$ cat src/rtl/indexed_insert_erase_array_unit_macros.svh
// ----------------------------------------------------------------------------
// Assertion macros for the indexed insert/erase array unit
// Concurrent assertion wrappers that compile away when NO_ASSERTIONS is set.
// ----------------------------------------------------------------------------
`ifndef INDEXED_INSERT_ERASE_ARRAY_UNIT_MACROS_SVH
`define INDEXED_INSERT_ERASE_ARRAY_UNIT_MACROS_SVH

`ifndef NO_ASSERTIONS
`define IIEA_ASSERT(lbl, clk_s, rst_s, prop, msg) \
  lbl: assert property (@(posedge clk_s) disable iff (!rst_s) prop) else $error(msg);
`define IIEA_ASSERT_NEXT(lbl, clk_s, rst_s, ante, cons, msg) \
  lbl: assert property (@(posedge clk_s) disable iff (!rst_s) ante |=> cons) else $error(msg);
`else
`define IIEA_ASSERT(lbl, clk_s, rst_s, prop, msg)
`define IIEA_ASSERT_NEXT(lbl, clk_s, rst_s, ante, cons, msg)
`endif

`endif

$ cat src/rtl/iiea_pkg.sv
// ----------------------------------------------------------------------------
// Indexed insert/erase array package
// Field widths, request and status codes and the cell control type.
// ----------------------------------------------------------------------------
package iiea_pkg;

  localparam int TYPE_W = 3;
  localparam int IDX_W  = 9;
  localparam int VAL_W  = 32;
  localparam int CNT_W  = 9;
  localparam int ST_W   = 2;
  localparam int SIZE_W = 9;
  localparam int CAP_W  = 10;

  localparam int DEPTH_DEF      = 256;
  localparam int DATA_WIDTH_DEF = 32;
  localparam int RD_GROUP       = 16;

  localparam logic [TYPE_W-1:0] REQ_INSERT = 3'd0;
  localparam logic [TYPE_W-1:0] REQ_ERASE  = 3'd1;
  localparam logic [TYPE_W-1:0] REQ_GET    = 3'd2;
  localparam logic [TYPE_W-1:0] REQ_SET    = 3'd3;
  localparam logic [TYPE_W-1:0] REQ_QUERY  = 3'd4;

  localparam logic [ST_W-1:0] ST_OK    = 2'd0;
  localparam logic [ST_W-1:0] ST_RANGE = 2'd1;
  localparam logic [ST_W-1:0] ST_FULL  = 2'd2;

  typedef enum logic [1:0] {
    CM_HOLD   = 2'd0,
    CM_INSERT = 2'd1,
    CM_SHIFT  = 2'd2,
    CM_SET    = 2'd3
  } cell_mode_t;

endpackage

$ cat src/rtl/iiea_cell.sv
// ----------------------------------------------------------------------------
// Array cell
// Holds one list entry and takes its neighbor's word on insert or erase.
// ----------------------------------------------------------------------------
module iiea_cell #(
  parameter int DATA_WIDTH = iiea_pkg::DATA_WIDTH_DEF,
  parameter int POS_W      = iiea_pkg::IDX_W,
  parameter int CELL_IDX   = 0
) (
  input  logic                   clk,
  input  iiea_pkg::cell_mode_t   mode_i,
  input  logic [POS_W-1:0]       pos_i,
  input  logic [DATA_WIDTH-1:0]  wr_data_i,
  input  logic [DATA_WIDTH-1:0]  left_i,
  input  logic [DATA_WIDTH-1:0]  right_i,
  output logic [DATA_WIDTH-1:0]  data_o,
  output logic [DATA_WIDTH-1:0]  hit_data_o
);

  localparam logic [POS_W-1:0] MY_POS = POS_W'(CELL_IDX);

  logic [DATA_WIDTH-1:0] data_r;
  logic [DATA_WIDTH-1:0] data_nxt;

  always_comb begin
    data_nxt = data_r;
    unique case (mode_i)
      iiea_pkg::CM_HOLD: begin
        data_nxt = data_r;
      end
      iiea_pkg::CM_INSERT: begin
        if (MY_POS > pos_i) begin
          data_nxt = left_i;
        end else if (MY_POS == pos_i) begin
          data_nxt = wr_data_i;
        end
      end
      iiea_pkg::CM_SHIFT: begin
        if (MY_POS >= pos_i) begin
          data_nxt = right_i;
        end
      end
      iiea_pkg::CM_SET: begin
        if (MY_POS == pos_i) begin
          data_nxt = wr_data_i;
        end
      end
    endcase
  end

  always_ff @(posedge clk) begin
    data_r <= data_nxt;
  end

  assign data_o     = data_r;
  assign hit_data_o = (MY_POS == pos_i) ? data_r : '0;

endmodule

$ cat config.mk
export PLATFORM = sky130hd
export DESIGN_NAME = iiea_cell
export DESIGN_NICKNAME = d
export VERILOG_FILES = /design/src/rtl/indexed_insert_erase_array_unit_macros.svh /design/src/rtl/iiea_pkg.sv /design/src/rtl/iiea_cell.sv
export SDC_FILE = /design/constraint.sdc
export NUM_CORES = 1
export LEC_CHECK = 0
export BUFFER_PORTS_ARGS = -buffer_cell sky130_fd_sc_hd__buf_2
export CORE_MARGIN = 1
export CORE_UTILIZATION = 41
export CTS_BUF_LIST = sky130_fd_sc_hd__clkbuf_4 sky130_fd_sc_hd__clkbuf_8 sky130_fd_sc_hd__clkbuf_16
export DETAILED_ROUTE_END_ITERATION = 7
export GPL_ROUTABILITY_DRIVEN = 1
export GPL_TIMING_DRIVEN = 0
export PLACE_DENSITY = 0.86
export SYNTH_ARGS = -nofsm -noshare
export SYNTH_HDL_FRONTEND = slang
export SYNTH_SLANG_ARGS = --single-unit
export TNS_END_PERCENT = 5
$ cat constraint.sdc
create_clock -name clk -period 2.7 [get_ports clk]
set_clock_uncertainty 0.2 [all_clocks]
set_input_delay 0.54 -clock clk [delete_from_list [all_inputs] [get_ports clk]]
set_output_delay 0.54 -clock clk [all_outputs]
set_load 0.03 [all_outputs]
# Word-level counts from Yosys, hierarchy flattened
# Index checks and enable logic that the tools add are counted.
[word_totals]
reg_bits = 32
in_bits = 108
output_inout_bits = 64
word_cells = 16
[classes]
n_lt_le_gt_ge = 2
n_eq_ne = 4
n_mux = 5
bitwise_logic = 1
reduce_logical = 3
[ops]
columns = ["operator", "count"]
rows = [
  ["$mux 32", 4],
  ["$pmux 32 s3", 1],
  ["$ge 1x9->1 const A", 1],
  ["$gt 1x9->1 const A", 1],
  ["$logic_not 9->1", 1],
  ["$eq 2x2->1 const B", 2],
  ["$eq 2x1->1 const B", 1],
  ["$logic_not 2->1", 1],
  ["$ne 2x2->1 const B", 1],
  ["$reduce_and 2->1", 1],
  ["$not 1->1", 1],
]

# Depth between registers and ports, before layout
[logic_depth]
depth_word = 4
depth_mapped = 5
depth_no_buf = 3

# Least setup slack after synthesis
# No wires, ideal clock.
[synth_timing]
path_type = "input to output"
start = "input pos_i[3]"
end = "output hit_data_o[10]"
t_arrival_ps = 1814
required_ps = 1960
setup_slack_ps = 146
cell_stages = 5
n_path_buf = 2
path_cell_list = "or4_1 buf_2 nor2_4 buf_2 and3_1"
[synth_between]
elab_chain_len = 2
[synth_lines]
columns = ["element", "line", "source"]
rows = [
  ["start, declared", "iiea_cell.sv:12", "input logic [POS_W-1:0] pos_i,"],
  ["$logic_not 9->1", "iiea_cell.sv:56", "assign hit_data_o = (MY_POS == pos_i) ? data_r : '0;"],
  ["$mux 32", "iiea_cell.sv:56", ""],
  ["end, declared", "iiea_cell.sv:17", "output logic [DATA_WIDTH-1:0] hit_data_o"],
]
# No other way between the ends.

# Worst setup path after layout
[layout_timing]
start = "input pos_i[0]"
end = "output hit_data_o[7]"
# The elaborated chain is that of the path after synthesis.

==> run_results.csv <==
group,metric,value,unit
status,status,"finished, final reports clean",
global_routing,grt_usage,29.2,%
sta,finalCritPeriodShare,98.4,%
place,placed_cell_area,0.00308,mm^2
sta,drv_slew,0,
worst_setup_path,crit_required,1.96,ns
sta,final-setup-viol-count,0,
cells_and_area,nets,496,
worst_setup_path,crit_family,"simple AND/OR/NAND/NOR gates",
route,route.detailed.drc,0,
worst_setup_path,crit_top_cell,"buf_6",
worst_setup_path,slowest_delay,0.56,ns
route,ant_nets,0,
cells_and_area,largest_reg_flops,32,
worst_setup_path,crit_buf_inv,4,
clocking,path_clk_slew,0.07,ns
die,core,0.00527,mm^2
die,io_pins,172,
cells_and_area,layout_common_cells,"buf_2 (107), buf_6 (34), nor2_1 (33)",
sta,setup_ws,0.0439,ns
place,numPlacedInstances,445,
cells_and_area,drive_gt1_share,53.2,%
sta,worst_pin_slew,0.744,ns
clocking,cts_hold_buf,0,
clocking,clock_latency,0.28,ns
sta,finalCriticalPeriod,2.66,ns
pwr,switchingPower,433,uW
synthesis,syn_nets,344,
cells_and_area,design_area,0.00351,mm^2
die,die_width,76.9,um
worst_setup_path,reg2reg_from,"data_o[22]",
synthesis,synth_mux_area_share,0,%
place,portBuffers,139,
global_routing,grt_first_pass_wirelength,13.4,mm
clocking,htree_levels,2,
place,gp_congestion,0.829,
synthesis,postSynthCellCount,236,
synthesis,ys_ff_latch,32,
synthesis,syn_area_per_cell,9.75,um^2
clocking,cts_tree,"built",
worst_setup_path,r2r_cells,2,
worst_setup_path,crit_cells,7,
sta,rsz0062_at_grt,"false",
cells_and_area,diodes,0,
worst_setup_path,crit_arrival,1.92,ns
synthesis,ys_seq_area_share,41.8,%
clocking,clock-sinks,32,
worst_setup_path,r2r_setup_slack,1.55,ns
sta,hold_violations,0,
worst_setup_path,startpoint_type,"primary input",
pwr,power_per_cell_area,378,mW/mm^2
place,dp_hpwl,5.73,mm
global_routing,grt_max_degree,33,
route,wire_per_inst,18.8,um
synthesis,synth-compound-area-share,26.0,%
pwr,p_leak,0.00149,uW
synthesis,synth_cell_types,19,
route,wl,8.64,mm
global_routing,grt-ovfl-total,0,
synthesis,syn-cell-area,0.00230,mm^2
worst_setup_path,cp_cell_sequence,"buf_6 > or4_4 > nor2_4 > buf_12 > buf_6 > and3_1 > buf_6",
pwr,ir_drop,0.000242,V
worst_setup_path,cp-end-kind,"output port",
worst_setup_path,crit_type,"primary input to output port",
worst_setup_path,crit_path_start,"pos_i[0]",
pwr,p_clk_share,26.9,%
run,maxCapViolCount,0,
cells_and_area,fill_cells,449,
synthesis,yosys.area_share.xor_xnor,0,%
cells_and_area,synthToLayoutAreaGrowth,52.6,%
clocking,cts_buffers,5,
global_routing,antenna_found_initial,0,
route,drt-pass1-iter-count,5,
synthesis,yosys_warnings,0,
route,routed.top_layer,"met4",
route,viasPerCell,5.92,
cells_and_area,final_cells,459,
worst_setup_path,reg2reg_to,"data_o[22]",
clocking,cts_root_buffer,"clkbuf_8",
cells_and_area,utilization,66.6,%
synthesis,synth_top_family_by_area,"compound AO/OA/AOI/OAI gates",
route,wl_met3,761,um
cells_and_area,final_common_cell,"buf_2",
synthesis,synthAdderAreaFrac,0,%
worst_setup_path,crit_slowest_cell,"or4_4",
route,met1Wirelength,3.44,mm
pwr,p_seq_share,47.4,%
worst_setup_path,crit_end,"hit_data_o[7]",
route,wl_met2,4.28,mm
pwr,intPower,894,uW
die,die_h,76.9,um
worst_setup_path,path_max_fanout,7,
worst_hold_path,holdCritPathClass,"primary input to flop",
place,place_ws,-0.189,ns
die,dieArea,0.00592,mm^2
clocking,clock_path_buffers,2,
route,drtIter0Drc,220,
synthesis,synth-simple-area-share,25.2,%
route,route.vias.total,2715,
pwr,power_frac_comb,25.7,%
sta,slew_headroom,50.4,%
sta,fmax,376,MHz
pwr,switching_share,32.6,%
die,initial_core_util,43.7,%
die,row_count,26,
global_routing,grt_pass1_vias,2554,
sta,finalSetupTns,0,ns
==> worst reg2reg max path: cells and delay by family (launching register included) <==
| family | cells | cell delay (ns) |
|---|---|---|
| AO/OA/AOI/OAI | 2 | 0.23 |
| flip-flops | 1 | 0.44 |
==> through the flow <==
stage / hold slack, ns / power (uW)
after floorplan: 0.594 / 830
after global placement: 0.464 / 956
after detailed placement: 0.498 / 966
after CTS: 0.400 / 1320
after global routing: 0.413 / 1380
final: 0.408 / 1330
==> how the worst min path moves through the flow <==
stage,startpoint,endpoint,slack [ns],cells after the start
floorplan,right_i[6],data_o[6],0.59,2
global placement,data_o[6],data_o[6],0.46,2
detailed placement,data_o[6],data_o[6],0.50,2
CTS,right_i[16],data_o[16],0.40,3
global route,right_i[21],data_o[21],0.41,3
finish,right_i[4],data_o[4],0.41,3
==> layout make-up <==
class / count / area [um^2] / share of cell area [%]
clock buffer: 5 / 68.8 / 1.96
multi-input combinational: 169 / 1230 / 34.9
clock inverter: 3 / 13.8 / 0.392
tap: 70 / 87.6 / 2.49
timing repair buffer: 146 / 966 / 27.5
sequential: 32 / 961 / 27.4
buffer: 34 / 188 / 5.35
==> power by group through the flow <==
| stage | Sequential [uW] | Clock, uW | Combinational [uW] |
|---|---|---|---|
| floorplan | 704 | 0 | 126 |
| global placement | 636 | 0 | 320 |
| detailed placement | 639 | 0 | 327 |
| CTS | 628 | 359 | 337 |
| global route | 635 | 380 | 365 |
| finish | 629 | 357 | 341 |
==> routing by layer <==
metal,global-route usage (%),vias to the layer above
met1,36.8,1281
met2,49.0,167
met5,0,-
met4,9.42,0
li1,-,1250
met3,6.67,17
==> cells in the mapped netlist <==
master | n | area, um^2
nor2_1 | 33 | 124
a31oi_1 | 32 | 200
and3_1 | 32 | 200
edfxtp_1 | 32 | 961
nand4_1 | 32 | 200
o31ai_2 | 30 | 375
clkbuf_1 | 22 | 82.6
buf_2 | 6 | 30.0
buf_1 | 4 | 15.0
buf_6 | 3 | 33.8
o31ai_1 | 2 | 15.0
a31o_2 | 1 | 8.76
nand2b_1 | 1 | 6.26
nor2_4 | 1 | 11.3
nor3_1 | 1 | 5.00
nor4_2 | 1 | 12.5
or2_2 | 1 | 6.26
or3_1 | 1 | 6.26
or4_1 | 1 | 7.51
==> cell families after synthesis <==
family,after synthesis
AND/OR/NAND/NOR,104
buffers and inverters,35
AO/OA/AOI/OAI,65
flip-flops,32
==> repair_timing <==
item,CTS,global route
endpoints found under the setup margin,30,64
pin swaps,2,1
cloned,3,0
buffers inserted,4,0
gates resized for setup,82,11
No activity file was read; power rests on OpenSTA's default activity.
